`src/design/assert_macros.svh`:
```
// Assertion macros shared by the RTL of the pair phi-star cut.
// Depends on nothing; assertions compile out when SYNTH is defined.
`ifndef ASSERT_MACROS_SVH
`define ASSERT_MACROS_SVH
`ifndef SYNTH
`define ASSERT_IMPL(label, ck, rn, ante, cons) \
    label: assert property (@(posedge ck) disable iff (!rn) (ante) |-> (cons)) \
        else $error("assertion failed");
`define ASSERT_NEXT(label, ck, rn, ante, cons) \
    label: assert property (@(posedge ck) disable iff (!rn) (ante) |=> (cons)) \
        else $error("assertion failed");
`else
`define ASSERT_IMPL(label, ck, rn, ante, cons)
`define ASSERT_NEXT(label, ck, rn, ante, cons)
`endif
`endif

```
`src/design/ppmc_pkg.sv`:
```
// Package for the pair phi-star cut: widths, angle constants, CORDIC table.
// Depends on nothing; used by all modules of the block and the testbench.
`default_nettype none

package ppmc_pkg;

    localparam int MOMENTUM_WIDTH  = 20;
    localparam int RADIUS_LIMIT_CM = 1023;

    localparam int PT_W     = MOMENTUM_WIDTH;
    localparam int SQ_IN_W  = (2 * MOMENTUM_WIDTH > 62) ? 2 * MOMENTUM_WIDTH : 62;
    localparam int SQ_OUT_W = SQ_IN_W / 2;
    localparam int MOP_W    = (MOMENTUM_WIDTH > 31) ? MOMENTUM_WIDTH : 31;
    localparam int CIN_W    = MOP_W + 1;
    localparam int CW       = CIN_W + 27;
    localparam int AW       = 26;
    localparam int ANG_W    = 17;
    localparam int RAD_W    = 10;
    localparam int A_W      = 16;
    localparam int B_W      = PT_W + 2;
    localparam int Q_W      = 31;
    localparam int D_W      = 19;
    localparam int M_W      = 5;

    localparam int CORDIC_STEPS = 20;
    localparam int STEP_W       = 5;
    localparam int HALF_TURN    = 46080;
    localparam int FULL_TURN    = 92160;
    localparam int QUARTER_FINE = 90 * 65536;

    // Configuration register indexes
    localparam logic [2:0] CFG_MIN_RADIUS = 3'd0;
    localparam logic [2:0] CFG_MAX_RADIUS = 3'd1;
    localparam logic [2:0] CFG_FIELD_SIGN = 3'd2;
    localparam logic [2:0] CFG_CUT_LOW    = 3'd3;
    localparam logic [2:0] CFG_CUT_HIGH   = 3'd4;

    // arctan(2^-i) in 1/65536 degree
    function automatic logic [AW-1:0] atan_entry(input logic [STEP_W-1:0] i);
        logic [AW-1:0] v;
        case (i)
            5'd0:    v = AW'(2949120);
            5'd1:    v = AW'(1740967);
            5'd2:    v = AW'(919879);
            5'd3:    v = AW'(466945);
            5'd4:    v = AW'(234379);
            5'd5:    v = AW'(117304);
            5'd6:    v = AW'(58666);
            5'd7:    v = AW'(29335);
            5'd8:    v = AW'(14668);
            5'd9:    v = AW'(7334);
            5'd10:   v = AW'(3667);
            5'd11:   v = AW'(1833);
            5'd12:   v = AW'(917);
            5'd13:   v = AW'(458);
            5'd14:   v = AW'(229);
            5'd15:   v = AW'(115);
            5'd16:   v = AW'(57);
            5'd17:   v = AW'(29);
            5'd18:   v = AW'(14);
            5'd19:   v = AW'(7);
            default: v = '0;
        endcase
        return v;
    endfunction

endpackage

`default_nettype wire

```
`src/design/ppmc_isqrt.sv`:
```
// Bit-serial integer square root, two radicand bits per cycle.
// Depends on ppmc_pkg for widths.
`default_nettype none

module ppmc_isqrt (
    input  wire logic                         clk,
    input  wire logic                         rst_n,
    input  wire logic                         start,
    input  wire logic [ppmc_pkg::SQ_IN_W-1:0] operand,
    output logic                              done,
    output logic [ppmc_pkg::SQ_OUT_W-1:0]     root
);

    localparam int CNT_W = $clog2(ppmc_pkg::SQ_OUT_W + 1);

    logic [ppmc_pkg::SQ_IN_W-1:0] n_reg;
    logic [ppmc_pkg::SQ_IN_W-1:0] r_reg;
    logic [ppmc_pkg::SQ_IN_W-1:0] b_reg;
    logic [CNT_W-1:0]             cnt_reg;
    logic                         busy_reg;
    logic                         done_reg;
    logic [ppmc_pkg::SQ_IN_W-1:0] trial;

    assign trial = r_reg + b_reg;

    // Control: run a fixed number of steps, pulse done
    always_ff @(posedge clk or negedge rst_n)
    begin
        if (!rst_n)
        begin
            busy_reg <= 1'b0;
            done_reg <= 1'b0;
            cnt_reg  <= '0;
        end
        else
        begin
            done_reg <= 1'b0;
            if (start)
            begin
                busy_reg <= 1'b1;
                cnt_reg  <= '0;
            end
            else if (busy_reg)
            begin
                cnt_reg <= cnt_reg + 1'b1;
                if (cnt_reg == CNT_W'(ppmc_pkg::SQ_OUT_W - 1))
                begin
                    busy_reg <= 1'b0;
                    done_reg <= 1'b1;
                end
            end
        end
    end

    // Datapath: one result bit per step
    always_ff @(posedge clk)
    begin
        if (start)
        begin
            n_reg <= operand;
            r_reg <= '0;
            b_reg <= ppmc_pkg::SQ_IN_W'(1) << (ppmc_pkg::SQ_IN_W - 2);
        end
        else if (busy_reg)
        begin
            if (n_reg >= trial)
            begin
                n_reg <= n_reg - trial;
                r_reg <= (r_reg >> 1) + b_reg;
            end
            else
            begin
                r_reg <= r_reg >> 1;
            end
            b_reg <= b_reg >> 2;
        end
    end

    assign done = done_reg;
    assign root = r_reg[ppmc_pkg::SQ_OUT_W-1:0];

endmodule

`default_nettype wire

```
`config.mk`:
```
export PLATFORM = sky130hd
export DESIGN_NAME = ppmc_isqrt
export DESIGN_NICKNAME = d
export VERILOG_FILES = /design/src/design/assert_macros.svh /design/src/design/ppmc_pkg.sv /design/src/design/ppmc_isqrt.sv
export SDC_FILE = /design/constraint.sdc
export NUM_CORES = 1
export LEC_CHECK = 0
export BUFFER_PORTS_ARGS = -buffer_cell sky130_fd_sc_hd__buf_2
export CAP_MARGIN = 20
export CORE_UTILIZATION = 50
export DETAILED_ROUTE_END_ITERATION = 16
export HOLD_SLACK_MARGIN = 0.05
export MAX_ROUTING_LAYER = met4
export PLACE_DENSITY = 0.7
export SLEW_MARGIN = 20
export SYNTH_ARGS = -nofsm -noshare
export SYNTH_HDL_FRONTEND = slang
export SYNTH_SLANG_ARGS = --single-unit
```
`constraint.sdc`:
```
create_clock -name clk -period 9.04 [get_ports clk]
set_input_delay 0.904 -clock clk [delete_from_list [all_inputs] [get_ports clk]]
set_output_delay 0.904 -clock clk [all_outputs]
set_load 0.02 [all_outputs]
```
==> flow_metrics.tcl <==
set metrics [dict create \
    ir_worst_vdd_mv 0.213 \
    syn_inst 1952 \
    yosysWarnings 0 \
    dp_slack_ns 2.16 \
    pwr-share-clk_pct 14.0 \
    pwr-share-seq_pct 24.6 \
    start_util_pct 51.4 \
    die_x_um 178 \
    drt_wl_total_um 44300 \
    grt_pass1_vias 13900 \
    areaGrowthSynthToFinish_pct 5.66 \
    remaining_drc_errors 0 \
    period_share_pct 77.5 \
    dr.pass1.iters 8 \
    synth_seq_cells 162 \
    status "finished, final reports clean" \
    place_hpwl_um 33600 \
    fmax_ghz 0.143 \
    ys_seq_area_share_pct 25.3 \
    synthFlopType "dfxtp_1" \
    rr_worst_depth 19 \
    synthesis.nets 2146 \
    cts_hold_buffers 0 \
    min_period_ns 7.01 \
    skew_ns 0.0137 \
    top_layer_used "met4" \
    ant_nets 0 \
    startpoint_type "flop" \
    power_density_mw_per_mm2 307 \
    io_buffers 96 \
    p_comb_share_pct 61.4 \
    dr.first_iter.drc_count 1238 \
    rr_endpoint "n_reg[9]$_DFFE_PP_" \
    die_y_um 178 \
    fin_area_sq_mm 0.0163 \
    setup_viol 0 \
    clock_latency_ns 0.46 \
    clk_pin_slew_worst_paths_ns 0.07 \
    dr_wl_met2_um 21800 \
    crit_required_ns 9.12 \
    synth-edff-count 62 \
    cts_resized 0 \
    fillers 2866 \
    leakage_nw 6.59 \
    crit_type "flop to flop" \
    place_inst 2302 \
    setup_tns_ns 0 \
    grt_overflow 0 \
    tightest_slew_ns 0.989 \
    report.final.slew_viol_count 0 \
    cts_tree "done" \
    arrival_ns 7.08 \
    hold_viol_final 0 \
    antenna_found_initial 0 \
    netlist_area_sq_mm 0.0154 \
    r2r_slack_ns 2.03 \
    async_reset_ff_share_pct 4.32 \
    grt_pass1_wl_um 72100 \
    antennaDiodeCount 0 \
    wire_per_inst_um 19.0 \
    std_cell_rows 63 \
    route.met3.wl_um 2390 \
    num_io_pins 97 \
    cts_max_path_buffers 2 \
    crit_path_end_kind "flop" \
    grtUsageTotal_pct 29.6 \
    vias 14600 \
    die_area_sq_mm 0.0316 \
    dpl-instance-area_sq_mm 0.0158 \
    syn_avg_cell_area_sq_um 7.91 \
    gp_congestion 0.976 \
    fin_util_pct 54.3 \
    p_int_w 0.00259 \
    rsz0062_at_grt "no" \
    slew_headroom_pct 34.1 \
    coreArea_sq_mm 0.0300 \
    grt_max_degree 92 \
    clockRootBuffer "clkbuf_16" \
    yosysUniqueCellTypes 93 \
    clock_sinks 162 \
    cap_violations 0 \
    post_cts_buffers 0 \
    cts_max_level 4 \
    swShare_pct 48.4 \
    hold_class "primary input to async pin" \
    cts_buffers 17 \
    setup_ws_ns 2.03 \
    p_sw_w 0.00242 \
    rr_startpoint "r_reg[4]$_SDFFE_PP0P_" \
    met1_length_um 19200 \
    routed_via_density 6.25 \
    final_cell_count_no_fill 2333 \
    drive_gt1_share_pct 9.47 \
    worstPathMaxFanout 56 \
    nNetsFinal 2125 \
]
## through the flow
step	power, W	hold WS [ns]
after floorplan	0.00361	0.478
after global placement	0.00425	0.493
after detailed placement	0.00426	0.498
after CTS	0.00499	0.264
after global routing	0.00543	0.268
final	0.00501	0.270
## cells in the final DEF (no fill, tap or decap), types with 10 or more instances in the layout
master / count
mux2i_1: 41
edfxtp_1: 62
o21a_1: 10
and2_1: 20
o21bai_1: 28
nand2_1: 223
nor2_1: 205
a311oi_1: 41
nor2b_1: 20
ha_1: 128
nor3_1: 28
o21ai_0: 138
or3_1: 27
a211oi_1: 20
nand4_1: 51
o31ai_1: 23
a21o_1: 51
dfxtp_1: 93
inv_1: 39
a31oi_1: 51
clkbuf_16: 18
buf_2: 95
nand2b_1: 12
a21oi_1: 132
a31o_2: 13
and3_1: 12
and4_1: 10
xnor2_1: 64
xor2_1: 62
nand3_1: 32
o211ai_1: 11
## worst max-delay path, cell delays in order, from the launching register on
cell	delay (ns)
dfxtp_1	0.38
ha_1	0.38
nand4_1	0.11
o21ai_0	0.44
a41oi_1	0.20
o21ai_0	0.69
a221oi_1	0.23
a211oi_1	0.56
o211a_1	0.23
o21ai_0	0.09
xor2_1	0.20
ha_1	0.48
nand4_1	0.21
or4_4	0.60
nor4_4	0.28
nor3_2	0.08
o21ai_4	0.21
a21oi_4	0.16
o21ai_4	0.33
buf_4	0.66
## final cells by class
class | count | area [sq um] | share of cell area (%)
sequential | 162 | 3900 | 23.9
timing repair buffer | 105 | 554 | 3.40
clock buffer | 22 | 485 | 2.98
multi-input combinational | 1606 | 10700 | 65.5
tap | 390 | 488 | 2.99
inverter | 39 | 146 | 0.897
clock inverter | 9 | 52.6 | 0.322
## power groups by stage
stage / clock, W / combinational (W) / sequential (W)
CTS: 0.000710 / 0.00304 / 0.00123
finish: 0.000699 / 0.00308 / 0.00123
floorplan: 0 / 0.00244 / 0.00116
global placement: 0 / 0.00301 / 0.00124
detailed placement: 0 / 0.00302 / 0.00124
global route: 0.000741 / 0.00342 / 0.00126
## worst max-delay path by stage
stage	from	to	slack, ns	cells past startpoint
2_1_floorplan	r_reg[2]$_SDFFE_PP0P_	n_reg[0]$_DFFE_PP_	1.06	21
3_3_place_gp	r_reg[4]$_SDFFE_PP0P_	n_reg[13]$_DFFE_PP_	2.36	19
3_5_place_dp	r_reg[4]$_SDFFE_PP0P_	n_reg[16]$_DFFE_PP_	2.16	19
4_1_cts	r_reg[4]$_SDFFE_PP0P_	n_reg[17]$_DFFE_PP_	2.12	19
5_1_grt	r_reg[4]$_SDFFE_PP0P_	n_reg[11]$_DFFE_PP_	1.61	19
6_report	r_reg[4]$_SDFFE_PP0P_	n_reg[9]$_DFFE_PP_	2.03	19
## routing by layer
layer	global-route usage [%]	up-vias
met2	51.0	401
met5	-	-
met1	35.5	6915
met3	5.08	50
li1	-	7215
met4	7.80	0
## synth_stat cells (all sizes together), types with 41 or more instances
library cell,number,area [sq um]
a21o,51,383
a21oi,133,677
a311oi,41,359
a31oi,52,332
buf,58,390
clkbuf,87,332
dfxtp,93,1860
edfxtp,62,1860
ha,128,1600
mux2i,41,410
nand2,224,843
nand4,52,340
nor2,205,769
o21ai,143,727
xnor2,64,561
xor2,62,543
## logic make-up (layout without fill, tap and decap cells)
kind of cell    count (synthesis)  count (layout)  synth area share [%]
compound gates                623             623                  27.4
xor+xnor                      126             126                  7.15
fa+ha+maj                     129             129                  10.5
buf+inv                       184             175                  5.62
flops                         162             162                  25.3
mux                            49              49                  3.24
simple gates                  679             679                  20.8
Power figures use the tool's default switching activity.
