===== config.mk =====
export PLATFORM = sky130hd
export DESIGN_NAME = ppmc_div
export DESIGN_NICKNAME = d
export VERILOG_FILES = /design/src/design/assert_macros.svh /design/src/design/ppmc_pkg.sv /design/src/design/ppmc_div.sv
export SDC_FILE = /design/constraint.sdc
export NUM_CORES = 1
export LEC_CHECK = 0
export ABC_AREA = 1
export BUFFER_PORTS_ARGS = -buffer_cell sky130_fd_sc_hd__buf_2
export CORE_ASPECT_RATIO = 1.5
export CORE_MARGIN = 2
export CORE_UTILIZATION = 57
export CTS_CLUSTER_SIZE = 16
export DETAILED_ROUTE_END_ITERATION = 10
export GPL_ROUTABILITY_DRIVEN = 0
export GPL_TIMING_DRIVEN = 0
export PLACE_DENSITY_LB_ADDON = 0.1
export SYNTH_ARGS = -nofsm -noshare
export SYNTH_HDL_FRONTEND = slang
export SYNTH_SLANG_ARGS = --single-unit

===== constraint.sdc =====
create_clock -name clk -period 2.6 [get_ports clk]
set_input_delay 0.52 -clock clk [delete_from_list [all_inputs] [get_ports clk]]
set_output_delay 0.52 -clock clk [all_outputs]
set_load 0.01 [all_outputs]

===== src/design/assert_macros.svh =====
// Assertion macros shared by the RTL of the pair phi-star cut.
// Depends on nothing; assertions compile out when SYNTH is defined.
`ifndef ASSERT_MACROS_SVH
`define ASSERT_MACROS_SVH
`ifndef SYNTH
`define ASSERT_IMPL(label, ck, rn, ante, cons) \
    label: assert property (@(posedge ck) disable iff (!rn) (ante) |-> (cons)) \
        else $error("assertion failed");
`define ASSERT_NEXT(label, ck, rn, ante, cons) \
    label: assert property (@(posedge ck) disable iff (!rn) (ante) |=> (cons)) \
        else $error("assertion failed");
`else
`define ASSERT_IMPL(label, ck, rn, ante, cons)
`define ASSERT_NEXT(label, ck, rn, ante, cons)
`endif
`endif


===== src/design/ppmc_pkg.sv =====
// Package for the pair phi-star cut: widths, angle constants, CORDIC table.
// Depends on nothing; used by all modules of the block and the testbench.
`default_nettype none

package ppmc_pkg;

    localparam int MOMENTUM_WIDTH  = 20;
    localparam int RADIUS_LIMIT_CM = 1023;

    localparam int PT_W     = MOMENTUM_WIDTH;
    localparam int SQ_IN_W  = (2 * MOMENTUM_WIDTH > 62) ? 2 * MOMENTUM_WIDTH : 62;
    localparam int SQ_OUT_W = SQ_IN_W / 2;
    localparam int MOP_W    = (MOMENTUM_WIDTH > 31) ? MOMENTUM_WIDTH : 31;
    localparam int CIN_W    = MOP_W + 1;
    localparam int CW       = CIN_W + 27;
    localparam int AW       = 26;
    localparam int ANG_W    = 17;
    localparam int RAD_W    = 10;
    localparam int A_W      = 16;
    localparam int B_W      = PT_W + 2;
    localparam int Q_W      = 31;
    localparam int D_W      = 19;
    localparam int M_W      = 5;

    localparam int CORDIC_STEPS = 20;
    localparam int STEP_W       = 5;
    localparam int HALF_TURN    = 46080;
    localparam int FULL_TURN    = 92160;
    localparam int QUARTER_FINE = 90 * 65536;

    // Configuration register indexes
    localparam logic [2:0] CFG_MIN_RADIUS = 3'd0;
    localparam logic [2:0] CFG_MAX_RADIUS = 3'd1;
    localparam logic [2:0] CFG_FIELD_SIGN = 3'd2;
    localparam logic [2:0] CFG_CUT_LOW    = 3'd3;
    localparam logic [2:0] CFG_CUT_HIGH   = 3'd4;

    // arctan(2^-i) in 1/65536 degree
    function automatic logic [AW-1:0] atan_entry(input logic [STEP_W-1:0] i);
        logic [AW-1:0] v;
        case (i)
            5'd0:    v = AW'(2949120);
            5'd1:    v = AW'(1740967);
            5'd2:    v = AW'(919879);
            5'd3:    v = AW'(466945);
            5'd4:    v = AW'(234379);
            5'd5:    v = AW'(117304);
            5'd6:    v = AW'(58666);
            5'd7:    v = AW'(29335);
            5'd8:    v = AW'(14668);
            5'd9:    v = AW'(7334);
            5'd10:   v = AW'(3667);
            5'd11:   v = AW'(1833);
            5'd12:   v = AW'(917);
            5'd13:   v = AW'(458);
            5'd14:   v = AW'(229);
            5'd15:   v = AW'(115);
            5'd16:   v = AW'(57);
            5'd17:   v = AW'(29);
            5'd18:   v = AW'(14);
            5'd19:   v = AW'(7);
            default: v = '0;
        endcase
        return v;
    endfunction

endpackage

`default_nettype wire


===== src/design/ppmc_div.sv =====
// Restoring divider for floor(a * 2^30 / b), one quotient bit per cycle.
// Depends on ppmc_pkg; requires a <= b.
`default_nettype none

module ppmc_div (
    input  wire logic                     clk,
    input  wire logic                     rst_n,
    input  wire logic                     start,
    input  wire logic [ppmc_pkg::A_W-1:0] dividend,
    input  wire logic [ppmc_pkg::B_W-1:0] divisor,
    output logic                          done,
    output logic [ppmc_pkg::Q_W-1:0]      quotient
);

    localparam int CNT_W = $clog2(ppmc_pkg::Q_W + 1);
    localparam int R_W   = ppmc_pkg::B_W + 1;

    logic [R_W-1:0]              rem_reg;
    logic [ppmc_pkg::B_W-1:0]    b_reg;
    logic [ppmc_pkg::Q_W-1:0]    q_reg;
    logic [CNT_W-1:0]            cnt_reg;
    logic                        busy_reg;
    logic                        done_reg;
    logic                        ge;
    logic [R_W-1:0]              diff;

    assign ge   = rem_reg >= R_W'(b_reg);
    assign diff = ge ? (rem_reg - R_W'(b_reg)) : rem_reg;

    // Control: count quotient bits
    always_ff @(posedge clk or negedge rst_n)
    begin
        if (!rst_n)
        begin
            busy_reg <= 1'b0;
            done_reg <= 1'b0;
            cnt_reg  <= '0;
        end
        else
        begin
            done_reg <= 1'b0;
            if (start)
            begin
                busy_reg <= 1'b1;
                cnt_reg  <= '0;
            end
            else if (busy_reg)
            begin
                cnt_reg <= cnt_reg + 1'b1;
                if (cnt_reg == CNT_W'(ppmc_pkg::Q_W - 1))
                begin
                    busy_reg <= 1'b0;
                    done_reg <= 1'b1;
                end
            end
        end
    end

    // Datapath: compare, subtract, shift
    always_ff @(posedge clk)
    begin
        if (start)
        begin
            rem_reg <= R_W'(dividend);
            b_reg   <= divisor;
            q_reg   <= '0;
        end
        else if (busy_reg)
        begin
            q_reg   <= {q_reg[ppmc_pkg::Q_W-2:0], ge};
            rem_reg <= diff << 1;
        end
    end

    assign done     = done_reg;
    assign quotient = q_reg;

endmodule

`default_nettype wire


==> results.sh, run 1 <==
export IMPL_status="finished, final reports clean"
export IMPL_synth_top_area_share_pct=23.6
export IMPL_drc=0
export IMPL_diodes=0
export IMPL_maxCapViolations=0
export IMPL_worstSetupPathType="reg -> reg"
export IMPL_ys_top_cells_by_area="edfxtp_1 (24%), nand2_1 (16%), dfxtp_1 (16%), inv_1 (10%), ha_1 (6.2%)"
export IMPL_largest_register_ffs=31
export IMPL_gr_total_overflow=0
export IMPL_finalClockSkew_ns=0.00668
export IMPL_initial_core_util_pct=58.1
export IMPL_coreArea_mm2=0.00831
export IMPL_hold_path_depth=1
export IMPL_die_w_um=79.2
export IMPL_final_nets=804
export IMPL_num_rows=41
export IMPL_syn_area_mm2=0.00483
export IMPL_syn_avg_cell_area_um2=7.39
export IMPL_synth_edf_count=38
export IMPL_syn_nets=720
export IMPL_yosys_area_top_type="edfxtp_1"
export IMPL_worstRegToRegCells=12
export IMPL_ios=73
export IMPL_p_leak_nw=2.91
export IMPL_finalCritPeriodShare_pct=91.8
export IMPL_hold_end="b_reg[16]"
export IMPL_cp_required_ns=2.69
export IMPL_cts_root_buffer="clkbuf_16"
export IMPL_cts_sinks=83
export IMPL_clk_latency_ns=0.34
export IMPL_clk_pin_slew_ns=0.07
export IMPL_max_slew_margin_pct=56.9
export IMPL_start_kind="flop"
export IMPL_cpPeakStageDelay_ns=0.39
export IMPL_routed_wl_um=12100
export IMPL_rr_startpoint="rem_reg[10]"
export IMPL_reg2reg_to="rem_reg[10]"
export IMPL_globalRouteTotalUtil_pct=27.9
export IMPL_die_y_um=117
export IMPL_place_ws_ns=-0.663
export IMPL_synth_seq_cells=83
export IMPL_hold_path_class="in -> reg"
export IMPL_tns_ns=0
export IMPL_area_growth_pct=16.6
export IMPL_grt_pass1_vias=4513
export IMPL_ys_types=29
export IMPL_grt_pass1_wl_um=19800
export IMPL_slowest_stage="ha_1"
export IMPL_ys_flop_type="edfxtp_1"
export IMPL_hold_viol_final=0
export IMPL_numPortBuffers=72
export IMPL_holdWs_ns=0.349
export IMPL_power_density_mw_per_mm2=972
export IMPL_cts_tree="yes"
export IMPL_vias=4448
export IMPL_dp_hpwl_um=9160
export IMPL_fmax_ghz=0.419
export IMPL_ir_worst_vdd_mv=0.578
export IMPL_crit_chain="ha_1, nand2_2, inv_1, nand2_1, nand2_1, a21oi_1, nand2_2, nand2_2, buf_2, nand3b_1, nand3_1, nand2_1"
export IMPL_worstHoldStart="divisor[16]"
export IMPL_die_area_mm2=0.00924
export IMPL_crit_path_max_fanout=10
export IMPL_tightest_slew_ns=0.647
export IMPL_slew_violations=0
export IMPL_drive_above_1_share_pct=15.1
export IMPL_vias_per_cell=5.23
export IMPL_clockBufferDepth=2
export IMPL_ff2ff_setup_slack_ns=0.21
export IMPL_synth_most_common_cell="nand2_1"
export IMPL_final_antenna_net_count=0
export IMPL_cts_htree_levels=3
export IMPL_cp_end_kind="flop"
export IMPL_yosys_top_cells_count="nand2_1 (212), inv_1 (130), nand3_1 (42)"
export IMPL_n_fill_cell=773
export IMPL_critPathArrivalTime_ns=2.48
export IMPL_setup_viol=0
export IMPL_grt_max_degree=26
export IMPL_synthCells=654
export IMPL_rsz0062_at_grt="no"
export IMPL_cts_buffers=9
export IMPL_finalWorstSetupSlack_ns=0.213
export IMPL_antenna_found_initial=0
export IMPL_drtIter0Drc=276
export IMPL_yosysWarnings=0
export IMPL_yosysSeqAreaShare_pct=43.0
export IMPL_final_min_clock_period_ns=2.39
export IMPL_drtPass1Iterations=5
export IMPL_ys_async_sr_fraction_pct=8.43
export IMPL_wire_per_inst_um=14.3
[layer usage]
metal	routed length, µm	track usage, %
met1	4530	29.5
met2	6450	51.9
met3	717	5.33
met4	448	15.1
met5	0	0
[critical path, delay by kind of cell, from the launching register on]
kind            cells  cell delay (ns)
simple gates        8             0.85
flops               1             0.38
compound gates      1             0.22
buf+inv             2             0.30
fa+ha+maj           1             0.39
[stage by stage]
stage / instance area [µm²] / util [%] / cells / total power, mW
3_5_place_dp: 5330 / 64.1 / 833 / 4.17
4_1_cts: 5630 / 67.8 / 850 / 5.46
3_3_place_gp: 5330 / 64.1 / 833 / 4.10
6_report: 5630 / 67.8 / 850 / 5.47
5_1_grt: 5630 / 67.8 / 850 / 5.87
2_1_floorplan: 4830 / - / 654 / 3.58
[where the power goes]
| group | internal, mW | leakage, nW | switching, mW |
|---|---|---|---|
| logic | 0.913 | 1.97 | 1.59 |
| registers | 1.59 | 0.787 | 0.106 |
| clock network | 0.738 | 0.149 | 0.534 |
[logic make-up (layout without fill, tap and decap cells)]
| family | after synthesis | after routing | synth area share [%] |
|---|---|---|---|
| simple gates | 337 | 337 | 30.4 |
| buf+inv | 148 | 237 | 12.1 |
| xor+xnor | 8 | 8 | 1.45 |
| fa+ha+maj | 25 | 25 | 6.63 |
| flops | 83 | 83 | 43.0 |
| compound gates | 53 | 53 | 6.37 |
[what timing repair did]
action | CTS | global route
buffers inserted | 0 | 0
resized for setup | 1 | 0
endpoints found under the setup margin | 25 | 0
hold buffers | 1 | 0
hold endpoints to repair | 7 | 0
[layout by cell type (no fill, tap or decap), drive strengths merged]
cell type      n
edfxtp        38
clkinv         2
nand4         10
dlygate4sd3    1
clkbuf        21
buf           80
nand3b        19
xnor2          7
dfxtp         38
dfrtp          7
o21ai          6
fa             1
or2            1
nand3         43
nand2        222
xor2           1
ha            24
a21oi         17
nor3           5
nor2          37
o21bai         1
inv          133
o22ai         29
[worst max path at each step]
stage                start     endpoint  cells past startpoint
3_5_place_dp         start   rem_reg[6]                      5
6_report       rem_reg[10]  rem_reg[10]                     12
5_1_grt        rem_reg[10]  rem_reg[10]                     12
3_3_place_gp         start   rem_reg[9]                      5
4_1_cts              start  rem_reg[11]                      5
2_1_floorplan   rem_reg[2]  rem_reg[10]                     13
[final cells by class]
class	instances	area [µm²]	share of cell area [%]
Clock inverter	4	28.8	0.511
Clock buffer	12	268	4.75
Multi-Input combinational cell	423	2170	38.5
Buffer	17	96.3	1.71
Timing Repair Buffer	73	370	6.57
Sequential cell	83	2080	36.9
Tap cell	107	134	2.38
Inverter	131	492	8.73
No activity file was read; power rests on OpenSTA's default activity.
==> run 2, diff against run 1 <==
- CELL_PAD_IN_SITES_DETAIL_PLACEMENT: default -> 0
- CELL_PAD_IN_SITES_GLOBAL_PLACEMENT: default -> 1
- CORE_UTILIZATION: 57 -> 42
==> run 2 against run 1 <==
  * Via count fell by 4.6%
  * Final area rose by 0.89%
  * Setup slack got worse by 0.055 ns
  * Wire length rose by 5.0%
  * Utilization fell by 18 points
  * Combinational power barely moved
  * Clock skew barely moved
  * Cell count rose by 5.1%
  * Clock power barely moved
  * Total power rose by 0.12%
  * Critical endpoint is now rem_reg[12]
==> results.sh, run 2 (synthesized netlist as in run 1, its figures left out) <==
export IMPL_cpPeakStageDelay_ns=0.40
export IMPL_cts_sinks=83
export IMPL_final_min_clock_period_ns=2.44
export IMPL_drtPass1Iterations=4
export IMPL_utilization_pct=50.1
export IMPL_tns_ns=0
export IMPL_gr_total_overflow=0
export IMPL_antenna_found_initial=0
export IMPL_crit_path_max_fanout=10
export IMPL_finalWorstSetupSlack_ns=0.158
export IMPL_largest_register_ffs=31
export IMPL_holdWs_ns=0.349
export IMPL_grt_max_degree=26
export IMPL_critPathArrivalTime_ns=2.53
export IMPL_worstSetupPathType="reg -> reg"
export IMPL_ir_worst_vdd_mv=0.355
export IMPL_cts_tree="yes"
export IMPL_layout_commonest_cell="nand2_1"
export IMPL_drive_above_1_share_pct=15.1
export IMPL_tightest_slew_ns=0.664
export IMPL_cts_root_buffer="clkbuf_16"
export IMPL_path_buf_inv=2
export IMPL_numPortBuffers=72
export IMPL_final_antenna_net_count=0
export IMPL_finalClockSkew_ns=0.00686
export IMPL_die_y_um=135
export IMPL_clockBufferDepth=2
export IMPL_place_ws_ns=-0.698
export IMPL_area_growth_pct=17.6
export IMPL_dp_hpwl_um=9910
export IMPL_num_rows=48
export IMPL_p_leak_nw=2.90
export IMPL_fmax_ghz=0.409
export IMPL_globalRouteTotalUtil_pct=21.8
export IMPL_hold_viol_final=0
export IMPL_cp_end_kind="flop"
export IMPL_routed_wl_um=12700
export IMPL_vias_per_cell=4.75
export IMPL_layout_common_cells="nand2_1 (212), inv_1 (130), buf_2 (76)"
export IMPL_clk_pin_slew_ns=0.07
export IMPL_drc=0
export IMPL_cts_buffers=9
export IMPL_setup_viol=0
export IMPL_status="finished, final reports clean"
export IMPL_cp_required_ns=2.69
export IMPL_coreArea_mm2=0.0114
export IMPL_rsz0062_at_grt="no"
export IMPL_grt_pass1_wl_um=21000
export IMPL_hold_path_class="in -> reg"
export IMPL_crit_family="simple AND/OR/NAND/NOR gates"
export IMPL_crit_chain="ha_1, nand2_2, inv_1, nand2_1, nand2_1, a21oi_1, nand2_2, nand2_2, buf_2, nand3b_1, nand3_1, nand2_1"
export IMPL_cts_htree_levels=3
export IMPL_diodes=0
export IMPL_maxCapViolations=0
export IMPL_slowest_stage="edfxtp_1"
export IMPL_start_kind="flop"
export IMPL_total_power_mw=5.48
export IMPL_postCtsSetupBuffers=0
export IMPL_slew_violations=0
export IMPL_vias=4242
export IMPL_power_density_mw_per_mm2=964
export IMPL_final_nets=804
export IMPL_initial_core_util_pct=42.6
export IMPL_ios=73
export IMPL_finalCritPeriodShare_pct=93.9
export IMPL_grt_pass1_vias=4424
export IMPL_max_slew_margin_pct=55.7
export IMPL_drtIter0Drc=207
export IMPL_die_area_mm2=0.0124
export IMPL_wire_per_inst_um=14.3
export IMPL_die_w_um=91.6
export IMPL_clk_latency_ns=0.34
[run 2: cell count changes in the layout (fill, tap and decap cells not counted)]
cell / previous run / this run
bufinv_16: 0 / 1
clkbuf_16: 10 / 9
clkbuf_8: 1 / 0
clkinv_2: 1 / 2
[run 2: path summary, 6_finish.rpt]
path | endpoint | from | cells after the start | slack [ns]
worst max register to register | rem_reg[12] | rem_reg[10] | 12 | 0.16
worst max-delay path | rem_reg[12] | rem_reg[10] | 12 | 0.16
worst min register to register | cnt_reg[4] | cnt_reg[4] | 1 | 0.47
min in group asynchronous | cnt_reg[0] | rst_n | 2 | 0.54
max in group asynchronous | busy_reg | rst_n | 2 | 1.90
worst min-delay path | b_reg[4] | divisor[4] | 1 | 0.35
[run 2: power by group]
part           internal [mW]  leakage, nW  switching [mW]  total [mW]
clock network          0.750        0.148           0.555        1.30
logic                  0.913         1.97            1.57        2.48
registers               1.59        0.787           0.108        1.70
total                   3.25         2.90            2.23        5.48
[run 2: cell type report]
class,count,area (µm²)
plain buffers,17,96.3
clock buffers,10,229
clock inverters,6,63.8
fillers,1177,5670
inverters,131,492
multi-input cells,423,2170
flip-flops and latches,83,2080
well taps,150,188
repair buffers,73,370
[run 2: timing repair]
action | in CTS | in global routing
endpoints found under the setup margin | 25 | 0
gates resized for setup | 1 | 0
endpoints found under the hold margin | 7 | 0
hold buffers | 1 | 0
[run 2: per-layer routing]
layer	vias up	global-route usage, %	share of wire, %
li1	2237	-	-
met1	1914	24.5	42
met2	76	40.9	52
met3	15	4.62	4.1
met4	0	6.65	1.9
met5	-	0	0
[run 2: through the flow]
stage,instances,cell area (µm²)
final,893,5680
after global routing,893,5680
after CTS,893,5680
after detailed placement,876,5380
after global placement,876,5380
after floorplan,654,4830
